==> src/rtl/obcdm_fifo.sv <==
// Small synchronous queue of any packed type, register storage.
// No dependencies.
module obcdm_fifo #(
  parameter type T     = logic,
  parameter int  DEPTH = 4
) (
  input  logic clk,
  input  logic rst,
  input  logic wr,
  input  T     wdata,
  input  logic rd,
  output T     rdata,
  output logic empty
);
  localparam int PW = (DEPTH > 1) ? $clog2(DEPTH) : 1;
  localparam int CW = $clog2(DEPTH + 1);

  T              mem [DEPTH];
  logic [PW-1:0] wp;
  logic [PW-1:0] rp;
  logic [CW-1:0] cnt;

  assign empty = (cnt == '0);
  assign rdata = mem[rp];

  // storage
  always_ff @(posedge clk) begin
    if (wr) begin
      mem[wp] <= wdata;
    end
  end

  // pointers and fill count
  always_ff @(posedge clk) begin
    if (rst) begin
      wp  <= '0;
      rp  <= '0;
      cnt <= '0;
    end else begin
      if (wr) begin
        wp <= (wp == PW'(DEPTH - 1)) ? '0 : wp + 1'b1;
      end
      if (rd) begin
        rp <= (rp == PW'(DEPTH - 1)) ? '0 : rp + 1'b1;
      end
      if (wr && !rd) begin
        cnt <= cnt + 1'b1;
      end else if (rd && !wr) begin
        cnt <= cnt - 1'b1;
      end
    end
  end
endmodule

==> config.mk <==
export PLATFORM = sky130hd
export DESIGN_NAME = obcdm_fifo
export DESIGN_NICKNAME = d
export VERILOG_FILES = /design/src/rtl/obcdm_fifo.sv
export SDC_FILE = /design/constraint.sdc
export NUM_CORES = 1
export LEC_CHECK = 0
export ABC_AREA = 0
export ABC_CLOCK_PERIOD_IN_PS = 1610
export BUFFER_PORTS_ARGS = -buffer_cell sky130_fd_sc_hd__buf_2
export CAP_MARGIN = 20
export CORE_AREA = 3 3 40 42
export CTS_BUF_LIST = sky130_fd_sc_hd__clkbuf_4
export DETAILED_ROUTE_END_ITERATION = 10
export DIE_AREA = 0 0 43 45
export PLACE_DENSITY_LB_ADDON = 0.12
export SLEW_MARGIN = 40
export SYNTH_ARGS = -nofsm -noshare
export SYNTH_HDL_FRONTEND = slang
export SYNTH_SLANG_ARGS = --single-unit
==> constraint.sdc <==
create_clock -name clk -period 1.61 [get_ports clk]
set_input_delay 0.4025 -clock clk [delete_from_list [all_inputs] [get_ports clk]]
set_output_delay 0.4025 -clock clk [all_outputs]
set_load 0.05 [all_outputs]
==> out/qor.yml <==
grtUsageTotal_pct: 13.50
ys_seq_area_share_pct: 51.95
drcViolationCount: 0
clockBufferDepth: 2
ctsResizeCount: 2
worstMarginPinSlew_ns: 0.2634
regArea_um2: 300.3
ir_drop_v: 0.0005605
hold_viol: 0
antennaDiodeCount: 0
status: "finished with violations"
hold_buffers: 0
io_buffers: 6
use_met1_pct: 12.78
rsz0062_at_grt: "yes"
cap_violations: 0
dr.pass1.iters: 4
min_period_ns: 1.720
critPathCaptureType: "output pin"
setup_slack_ns: -0.1099
whs_path_depth: 1
yosysWarnings: 0
die_area_mm2: 0.001935
antenna_found_initial: 0
num_vias: 387
netlist_area_um2: 578.1
numCtsBuffers: 3
multi_input_area_um2: 279.0
num-nets-final: 75
placed_cell_area_um2: 669.4
power_density_mw_per_mm2: 1086
routedWlPerCell_um: 13.44
grt_pass1_wl_um: 1842
post_cts_buffers: 0
drive_gt1_share_pct: 30.65
root_buffer: "clkbuf_4"
drt-total-wl_um: 1035
syn_inst: 49
fp.dieW_um: 43
initial_utilization_pct: 44.99
slew_viol_final: 0
max_stage_delay_ns: 0.49
worstSetupPathType: "reg2out"
post-dp-hpwl_um: 867.1
areaGrowthSynthToFinish_pct: 21.65
layout_common_cells: "dfxtp_1, nor2_1, ha_1, buf_2"
path_clk_slew_ns: 0.08
grt_overflow: 0
first_global_vias: 425
worstPathRequired_ns: 1.21
setup_viol: 1
clock_latency_ns: 0.27
finalCritPeriodShare_pct: 106.8
hold_path.class: "in2reg"
fin_skew_ns: 0.005788
path_cells: "mux4_2 -> buf_6"
cts.htree.levels: 1
p_total_mw: 0.7637
yosysUniqueCellTypes: 15
n_fill_cell: 110
cp_max_fo: 1
grt.busiest_layer: "met2"
arrival_ns: 1.32
finalInstanceArea_um2: 703.2
start_kind: "flop"
cts_tree: "done"
reg2reg_depth: 4
syn_area_per_cell_um2: 11.80
grt_max_degree: 9
leakage_nw: 0.3117
crit_slowest_cell: "mux4_2"
met2_usage_pct: 24.25
avgViaCountPerCell: 5.026
die_h_um: 45
rows: 13
synth_fp_nets: 61
cts.sink_count: 13
max_slew_margin_pct: 82.56
final_common_cell: "dfxtp_1"
met3_usage_pct: 5.179
core_region_area_mm2: 0.001285
io-pin-count: 7
fmax_ghz: 0.5814
synth_seq_cells: 13
place.gp.congestion: 0.7846
ant_nets: 0
dr.first_iter.drc_count: 3
violations: "negative setup slack"
cells by family (layout without fill, tap and decap cells):
group           after synthesis  in the layout  synth area share (%)
simple gates                 14             14                 12.77
buf+inv                       5             18                 3.247
xor+xnor                      2              2                 3.031
compound gates                4              4                 3.462
flops                        13             13                 51.95
mux                           4              4                 9.091
fa+ha+maj                     7              7                 16.45
per-stage QoR:
stage	hold slack (ns)	TNS, ns	utilization [%]	cells	setup WS, ns
floorplan	0.4675	0	-	49	0.03061
global placement	0.4833	-0.1108	52.09	73	-0.1108
detailed placement	0.5035	-0.1803	52.09	73	-0.1803
CTS	0.3357	-0.1330	54.72	77	-0.1330
global route	0.3212	-0.1603	54.72	77	-0.1603
finish	0.3423	-0.1099	54.72	77	-0.1099
area by class of cell:
class	instances	share of cell area, %
clock inverters	1	0.7117
repair buffers	9	8.363
multi-input cells	31	39.68
well taps	15	2.669
inverters	5	2.669
flip-flops and latches	13	42.70
clock buffers	3	3.203
routing by layer:
metal  share of wire (%)  vias up  wire, um
met5                   0        -         0
met4                0.97        0        10
met3                 2.8        2        29
met2                  59        6       607
met1                  37      187       387
li1                    -      192         -
critical path, delay by kind of cell (launching register included):
| kind | cells | cell delay, ns |
|---|---|---|
| multiplexers | 1 | 0.49 |
| flip-flops | 1 | 0.38 |
| buffers and inverters | 1 | 0.17 |
power by group:
group          internal, mW  switching, mW
clock network        0.0920          0.103
registers             0.367         0.0257
logic                0.0742          0.102
cells in the mapped netlist (all sizes together):
cell type | count | area, um2
nor2 | 6 | 22.52
fa | 1 | 20.02
o21ai | 1 | 5.000
ha | 6 | 75.07
edfxtp | 4 | 120.1
dfxtp | 9 | 180.2
mux4 | 1 | 22.52
or3 | 1 | 6.260
inv | 5 | 18.77
nor3b | 2 | 15.01
nor3 | 1 | 5.000
xor2 | 2 | 17.52
mux2i | 3 | 30.03
a21oi | 3 | 15.01
and2 | 4 | 25.02
final timing paths:
path,start,endpoint,slack (ns)
max,mem[3],rdata,-0.11
min,wdata,mem[0],0.34
max reg2reg,cnt[0],cnt[2],0.18
min reg2reg,cnt[2],cnt[2],0.51
Power figures use the tool's default switching activity.
