--- src/rtl/obcdm_pkg.sv ---
// Shared types, constants and the quarter-wave sine table for the
// omni ball-chase drive mixer. No dependencies.
package obcdm_pkg;

  // default fixed-point settings
  localparam int ANGLE_FRAC_BITS_DEF = 4;
  localparam int SINE_BITS_DEF       = 16;

  // pipeline shape and queue sizes
  localparam int FRONT_STAGES = 4;
  localparam int BACK_STAGES  = 5;
  localparam int MID_DEPTH    = FRONT_STAGES + 2;
  localparam int OUT_DEPTH    = BACK_STAGES + 2;

  // x/45 by reciprocal, exact for x below SAT_LEVEL
  localparam int DIV45_MUL = 11651;
  localparam int DIV45_SH  = 19;
  localparam int SAT_LEVEL = 5760;  // 128 * 45

  typedef enum logic [1:0] {
    MODE_LINE  = 2'd0,
    MODE_CHASE = 2'd1,
    MODE_OTHER = 2'd2
  } mode_t;

  typedef enum logic [2:0] {
    REG_DRIVE_MAG    = 3'd0,
    REG_FRONT_WIN    = 3'd1,
    REG_OFFSET_FAR   = 3'd2,
    REG_OFFSET_NEAR  = 3'd3,
    REG_HEADING_GAIN = 3'd4,
    REG_DEADBAND     = 3'd5,
    REG_LINE_LEVEL   = 3'd6,
    REG_NEAR_LEVEL   = 3'd7
  } reg_idx_t;

  typedef struct packed {
    logic [6:0] drive_magnitude;
    logic [6:0] front_window_deg;
    logic [7:0] offset_far_deg;
    logic [7:0] offset_near_deg;
    logic [6:0] heading_gain;
    logic [9:0] heading_deadband_tenths;
    logic [9:0] line_absent_level;
    logic [9:0] near_ball_level;
  } cfg_t;

  typedef struct packed {
    logic [9:0] ball_angle;
    logic [9:0] ball_proximity;
    logic [9:0] heading;
    logic [9:0] line_angle;
  } in_t;

  typedef struct packed {
    logic [7:0] motor_a;
    logic [7:0] motor_b;
    logic [7:0] motor_c;
    logic [7:0] motor_d;
    mode_t      mode;
  } out_t;

  // classification handed from front to back
  typedef struct packed {
    mode_t              mode;
    logic               vec;   // rotated vector from direction
    logic               zero;  // translation forced to zero
    logic signed [10:0] err;   // heading error, degrees
  } job_t;

  // Q1.15 sine at whole degrees, 0..90
  function automatic logic [15:0] qsine(input logic [6:0] k);
    case (k)
      7'd0:  return 16'd0;     7'd1:  return 16'd572;   7'd2:  return 16'd1144;
      7'd3:  return 16'd1715;  7'd4:  return 16'd2286;  7'd5:  return 16'd2856;
      7'd6:  return 16'd3425;  7'd7:  return 16'd3993;  7'd8:  return 16'd4560;
      7'd9:  return 16'd5126;  7'd10: return 16'd5690;  7'd11: return 16'd6252;
      7'd12: return 16'd6813;  7'd13: return 16'd7371;  7'd14: return 16'd7927;
      7'd15: return 16'd8481;  7'd16: return 16'd9032;  7'd17: return 16'd9580;
      7'd18: return 16'd10126; 7'd19: return 16'd10668; 7'd20: return 16'd11207;
      7'd21: return 16'd11743; 7'd22: return 16'd12275; 7'd23: return 16'd12803;
      7'd24: return 16'd13328; 7'd25: return 16'd13848; 7'd26: return 16'd14365;
      7'd27: return 16'd14876; 7'd28: return 16'd15384; 7'd29: return 16'd15886;
      7'd30: return 16'd16384; 7'd31: return 16'd16877; 7'd32: return 16'd17364;
      7'd33: return 16'd17847; 7'd34: return 16'd18324; 7'd35: return 16'd18795;
      7'd36: return 16'd19261; 7'd37: return 16'd19720; 7'd38: return 16'd20174;
      7'd39: return 16'd20622; 7'd40: return 16'd21063; 7'd41: return 16'd21498;
      7'd42: return 16'd21926; 7'd43: return 16'd22348; 7'd44: return 16'd22763;
      7'd45: return 16'd23170; 7'd46: return 16'd23571; 7'd47: return 16'd23965;
      7'd48: return 16'd24351; 7'd49: return 16'd24730; 7'd50: return 16'd25102;
      7'd51: return 16'd25466; 7'd52: return 16'd25822; 7'd53: return 16'd26170;
      7'd54: return 16'd26510; 7'd55: return 16'd26842; 7'd56: return 16'd27166;
      7'd57: return 16'd27482; 7'd58: return 16'd27789; 7'd59: return 16'd28088;
      7'd60: return 16'd28378; 7'd61: return 16'd28660; 7'd62: return 16'd28932;
      7'd63: return 16'd29197; 7'd64: return 16'd29452; 7'd65: return 16'd29698;
      7'd66: return 16'd29935; 7'd67: return 16'd30163; 7'd68: return 16'd30382;
      7'd69: return 16'd30592; 7'd70: return 16'd30792; 7'd71: return 16'd30983;
      7'd72: return 16'd31164; 7'd73: return 16'd31336; 7'd74: return 16'd31499;
      7'd75: return 16'd31651; 7'd76: return 16'd31795; 7'd77: return 16'd31928;
      7'd78: return 16'd32052; 7'd79: return 16'd32166; 7'd80: return 16'd32270;
      7'd81: return 16'd32365; 7'd82: return 16'd32448; 7'd83: return 16'd32523;
      7'd84: return 16'd32587; 7'd85: return 16'd32643; 7'd86: return 16'd32691;
      7'd87: return 16'd32723; 7'd88: return 16'd32748; 7'd89: return 16'd32763;
      default: return 16'd32768;
    endcase
  endfunction

endpackage

--- src/rtl/obcdm_front.sv ---
// Front end: classifies a sample (mode, flags, heading error) and works out
// the travel direction, with the curve offset divide. Uses obcdm_pkg.
module obcdm_front #(
  parameter int ANGLE_FRAC_BITS = obcdm_pkg::ANGLE_FRAC_BITS_DEF,
  parameter int DIR_W           = 12 + ANGLE_FRAC_BITS
) (
  input  logic                 clk,
  input  logic                 rst,
  input  logic                 in_valid,
  input  obcdm_pkg::in_t       sample,
  input  obcdm_pkg::cfg_t      cfg,
  output logic                 out_valid,
  output obcdm_pkg::job_t      out_ctl,
  output logic [DIR_W-1:0]     out_dir
);
  localparam int AF     = ANGLE_FRAC_BITS;
  localparam int AS     = 1 << AF;
  localparam int CHASE  = (405 * AS) / 2;
  localparam int NW     = 24 + AF;      // rounded numerator
  localparam int MW     = NW - 4;       // numerator over 16
  localparam int K      = MW + 11;
  localparam longint unsigned RECIP = (64'd1 << K) / 2025;
  localparam int RW     = MW + 1;
  localparam int QW     = MW - 10;

  typedef struct packed {
    obcdm_pkg::job_t  ctl;
    logic [DIR_W-1:0] base;
    logic             curve;
    logic             sub;
    logic             dpos;
    logic [7:0]       near;
  } st_t;

  st_t s1, s2, s3, s4;
  logic [3:0] vld;
  logic [7:0]  s1_dabs;
  logic [14:0] s1_pabs;
  logic [MW-1:0] s2_m, s3_m;
  logic [QW-1:0] s3_q0;
  logic [DIR_W-1:0] s4_dir;

  // stage 1: classification
  logic [9:0]  b, p, h, l;
  logic [12:0] b5, fw6;
  logic [13:0] h10;
  logic        ahead, chase, band, noball, line_on, tilt, dz;
  logic [18:0] pprod;
  st_t         c1;

  always_comb begin
    b = sample.ball_angle;
    p = sample.ball_proximity;
    h = sample.heading;
    l = sample.line_angle;
    line_on = l < cfg.line_absent_level;
    tilt    = (h > 10'd50) && (h < 10'd310) && (l > cfg.line_absent_level);
    b5      = 13'(b) * 13'd5;
    fw6     = 13'(cfg.front_window_deg) * 13'd6;
    ahead   = (b5 < fw6) || ((b5 + fw6 > 13'd1800) && (b < 10'd360));
    chase   = (p < cfg.near_ball_level) || ahead;
    band    = (b > 10'(cfg.front_window_deg)) &&
              (11'(b) + 11'(cfg.front_window_deg) < 11'd360);
    noball  = b > 10'd409;
    h10     = 14'(h) * 14'd10;
    dz      = (h10 < 14'(cfg.heading_deadband_tenths)) ||
              (h10 + 14'(cfg.heading_deadband_tenths) > 14'd3600);
    pprod   = 19'(b) * 19'(9'(10'd360 - b));

    c1.ctl.err  = dz ? 11'sd0 :
                  (h < 10'd180) ? $signed(11'(h)) : $signed(11'(h)) - 11'sd360;
    c1.near     = cfg.offset_near_deg;
    c1.dpos     = cfg.offset_near_deg > cfg.offset_far_deg;
    c1.sub      = b >= 10'd180;
    c1.curve    = 1'b0;
    c1.ctl.vec  = 1'b1;
    c1.ctl.zero = tilt;
    c1.base     = DIR_W'(DIR_W'(b) << AF) + DIR_W'(CHASE);
    if (line_on) begin
      c1.ctl.mode = obcdm_pkg::MODE_LINE;
      c1.base     = DIR_W'(DIR_W'(11'(l) + 11'd180) << AF);
    end else if (chase) begin
      c1.ctl.mode = obcdm_pkg::MODE_CHASE;
    end else begin
      c1.ctl.mode = obcdm_pkg::MODE_OTHER;
      c1.curve    = band;
      c1.ctl.vec  = band;
      c1.ctl.zero = tilt || (!band && noball);
    end
  end

  // stage 2: rounded numerator |d| * b*(360-b) * 2^AF + 16200, over 16
  logic [22:0]   t;
  logic [NW-1:0] n;
  always_comb begin
    t = 23'(s1_dabs) * 23'(s1_pabs);
    n = (NW'(t) << AF) + NW'(16200);
  end

  // stage 3: quotient estimate by reciprocal
  logic [MW+RW-1:0] prod;
  assign prod = (MW + RW)'(s2_m) * (MW + RW)'(RECIP);

  // stage 4: one correction step, then offset and direction
  logic [MW-1:0]          rem;
  logic [QW-1:0]          q;
  logic signed [DIR_W-1:0] alpha, delta;
  always_comb begin
    rem   = s3_m - MW'(MW'(s3_q0) * MW'(2025));
    q     = (rem >= MW'(2025)) ? s3_q0 + 1'b1 : s3_q0;
    alpha = $signed(DIR_W'(DIR_W'(s3.near) << AF));
    alpha = s3.dpos ? alpha - $signed(DIR_W'(q)) : alpha + $signed(DIR_W'(q));
    delta = s3.sub ? -alpha : alpha;
  end

  // pipeline registers
  always_ff @(posedge clk) begin
    if (rst) begin
      vld <= '0;
    end else begin
      vld <= {vld[2:0], in_valid};
    end
  end

  always_ff @(posedge clk) begin
    s1      <= c1;
    s1_dabs <= c1.dpos ? cfg.offset_near_deg - cfg.offset_far_deg
                       : cfg.offset_far_deg - cfg.offset_near_deg;
    s1_pabs <= pprod[14:0];
    s2      <= s1;
    s2_m    <= MW'(n >> 4);
    s3      <= s2;
    s3_m    <= s2_m;
    s3_q0   <= QW'(prod >> K);
    s4      <= s3;
    s4_dir  <= s3.curve ? DIR_W'($signed(s3.base) + delta) : s3.base;
  end

  assign out_valid = vld[3];
  assign out_ctl   = s4.ctl;
  assign out_dir   = s4_dir;
endmodule

--- config.mk ---
export PLATFORM = sky130hd
export DESIGN_NAME = obcdm_front
export DESIGN_NICKNAME = d
export VERILOG_FILES = /design/src/rtl/obcdm_pkg.sv /design/src/rtl/obcdm_front.sv
export SDC_FILE = /design/constraint.sdc
export NUM_CORES = 2
export LEC_CHECK = 0
export ABC_AREA = 1
export BUFFER_PORTS_ARGS = -buffer_cell sky130_fd_sc_hd__buf_2
export CORE_AREA = 2 2 250 252
export DETAILED_ROUTE_END_ITERATION = 10
export DIE_AREA = 0 0 252 254
export PLACE_DENSITY = 0.66
export REMOVE_ABC_BUFFERS = 1
export SLEW_MARGIN = 10
export SYNTH_ARGS = -nofsm -noshare
export SYNTH_HDL_FRONTEND = slang
export SYNTH_SLANG_ARGS = --single-unit
export TNS_END_PERCENT = 5
--- constraint.sdc ---
create_clock -name clk -period 8.8 [get_ports clk]
set_clock_uncertainty 0.15 [all_clocks]
set_input_delay 0.44 -clock clk [delete_from_list [all_inputs] [get_ports clk]]
set_output_delay 0.44 -clock clk [all_outputs]
set_load 0.03 [all_outputs]
==> impl_results.md <==
- Netlist cell types: 56
- CP Buf/Inv Count: 10
- Clock buffer depth: 3
- Primary FF master, synth: dfxtp_1
- Total Routing Usage GR: 0.212
- Crit-path slowest cell: fa_2
- Initial Util: 0.497
- Crit path max fanout: 4
- Vias/cell: 4.86
- Largest net degree at the start of global routing: 25
- # nets final: 5006
- Worst Max-Slew Pin Slew: 859 ps
- Mapped Cells: 3687
- Post-DP HPWL: 55700 microns
- Critical Path RT: 9100 ps
- Register area share after synthesis: 0.154
- RSZ-0062 raised after global routing: yes
- Router iterations before antenna repair: 7
- Slew HR: 0.427
- Total CTS buffers: 27
- Met2 Wirelength: 32800 microns
- Final setup viols: 0
- Remaining DRCs: 0
- Post-synth ARST share: 0
- Max Clock Freq: 118 MHz
- Final WL: 66800 microns
- Worst R2R Setup Slack: 330 ps
- Number of enable flip-flop cells after synthesis: 0
- Minimum clock period: 8470 ps
- Core Area: 61300 sq um
- Die Y: 254 microns
- Vias in the first global route: 23500
- Layout cell share with drive strength beyond 1: 0.151
- Initial antenna violation count: 0
- MaxCap Viol Count: 0
- Mapped Area: 30500 sq um
- Die area: 64000 sq um
- Uppermost layer routed: met4
- Die width: 252 microns
- Synthesized flop and latch total: 234
- Post-synth top area share: 0.244
- Antenna viol nets, final: 0
- Crit share post-route: 0.963
- Grt total ovfl: 0
- Critical Path Most Common Cell: nor2_1
- Synth warnings: 0
- Wire per inst: 13.9 microns
- First-pass GRT wire length: 111000 microns
- Root buf cell: clkbuf_16
- Crit path largest cell delay: 570 ps
- Crit. End Element: register
- Sink Count: 234
- Clk pin slew, worst setup/hold paths: 70 ps
- Area leader, netlist: fa_1
- Critical path's top delay family: adder cells
- Worst hold path class: in -> reg
- Syn avg cell area: 8.26 sq um
- Final core occ: 0.574
- Met3 WL post-DR: 2160 microns
- Fill cells: 5567
- Seq. cell area: 4700 sq um
- Hold Vio Cnt, Final: 0
- Antenna Diode Count: 0
- Initial DRC count: 886
- Vias: 23300
- Placement row count: 91
- CP Launch Type: register
- CTS tree: yes
- I/O Pins: 142
- Max Transition Viols Final: 0
- Setup CP Type: reg -> reg
- Wl on met1: 30600 microns
- Area Growth Syn to Fin: 15.4%
- Worst-skew pair later-pin latency: 580 ps
- Top cells by area, synth: fa_1, ha_1, dfxtp_1
- Status: finished, final reports clean
- Worst EP arrival: 8770 ps
- Area of the multi-input gates: 22900 sq um
- GPL Wtd Cong: 0.899
- H-tree depth: 1
- Port Buffers: 127
## metrics by stage
step / setup WS (ps) / hold WS [ps] / setup TNS [ps] / cell area (sq um) / std cells
after floorplan: 215 / 160 / 0 / 30300 / 3644
after global placement: -182 / 160 / -319 / 33000 / 4704
after detailed placement: -277 / 162 / -594 / 33000 / 4704
after CTS: 1.67 / 7.39 / 0 / 34200 / 4769
after global routing: -183 / 29.9 / -364 / 35100 / 4798
final: 327 / 34.9 / 0 / 35100 / 4798
## timing repair
| item | 4_1_cts | 5_1_grt |
|---|---|---|
| pin swaps | 7 | 122 |
| endpoints found under the setup margin | 3 | 8 |
| gates resized for setup | 35 | 195 |
| endpoints found under the hold margin | 18 | 0 |
| hold buffers | 17 | 0 |
| setup buffers | 0 | 29 |
## synth_stat cells (3+ instances only)
cell type,count
o211ai_1,3
clkbuf_1,37
nand2_4,3
a22oi_1,3
and3_1,4
nand4_1,28
or2_2,7
o221ai_1,6
inv_2,11
nand3_2,11
nor2_1,192
nand3b_1,10
o21bai_1,16
nor3b_1,6
ha_1,535
inv_1,932
clkinv_1,5
o21a_1,3
a211oi_1,7
dfxtp_1,234
nor2_4,6
nor2_2,16
nand2_1,597
xor2_1,100
a31oi_1,10
a21o_1,11
nor3_1,23
and2_1,5
o21ai_0,91
fa_1,372
nand2_2,17
o31ai_1,13
a31o_2,3
a21oi_1,188
xnor2_1,51
a21boi_0,4
mux2i_1,3
a221oi_1,3
nand3_1,96
## logic make-up after synthesis
kind of cell | share of synthesized area
compound gates | 0.0701
xor+xnor | 0.0439
fa+ha+maj | 0.464
buf+inv | 0.123
flops | 0.154
mux | 0.000986
simple gates | 0.144
## tightest hold or removal path, cell delays in order
cell and delay (ps):
buf_2 90, ha_1 120, inv_1 50
## area by class of cell
cell class / count / share of cell area
Clock inverter: 17 / 0.00591
Sequential cell: 234 / 0.134
Multi-Input combinational cell: 2461 / 0.651
Tap cell: 790 / 0.0281
Inverter: 949 / 0.102
Clock buffer: 31 / 0.0199
Timing Repair Buffer: 316 / 0.0598
## state kept, by name, summed over array words and instances (netlist names)
signal / count
s3_q0: 14
s3_m: 24
s2: 38
vld: 4
s1_dabs: 8
s3: 38
out_ctl: 15
out_dir: 16
s1_pabs: 15
s2_m: 24
s1: 38
## layout by cell type, fill, tap and decap left out, types with 23 or more instances in the layout
| cell type | instances |
|---|---|
| inv_1 | 896 |
| nand2_1 | 567 |
| ha_1 | 509 |
| fa_1 | 364 |
| dfxtp_1 | 221 |
| a21oi_1 | 171 |
| buf_4 | 171 |
| nor2_1 | 167 |
| buf_2 | 127 |
| nand3_1 | 92 |
| xor2_1 | 90 |
| o21ai_0 | 83 |
| xnor2_1 | 51 |
| inv_2 | 41 |
| nand2_2 | 36 |
| nor2_2 | 28 |
| nand4_1 | 28 |
| clkbuf_16 | 27 |
| ha_4 | 23 |
## path summary, 6_finish.rpt
check                 from          end  cells after the start
hold reg to reg      s2[7]        s3[7]                      0
hold / removal     cfg[45]   s1_dabs[0]                      3
setup / recovery  s3_q0[6]  out_dir[14]                     51
setup reg to reg  s3_q0[6]  out_dir[14]                     51
## metal layers
layer,global-route usage,up-vias
met1,0.277,11100
met4,0.0440,0
li1,-,11900
met2,0.379,297
met5,0,-
met3,0.0229,69
Power is left out: the tool's default activity adds up to more than one toggle a clock period on the data nets, which glitch-free logic cannot reach.
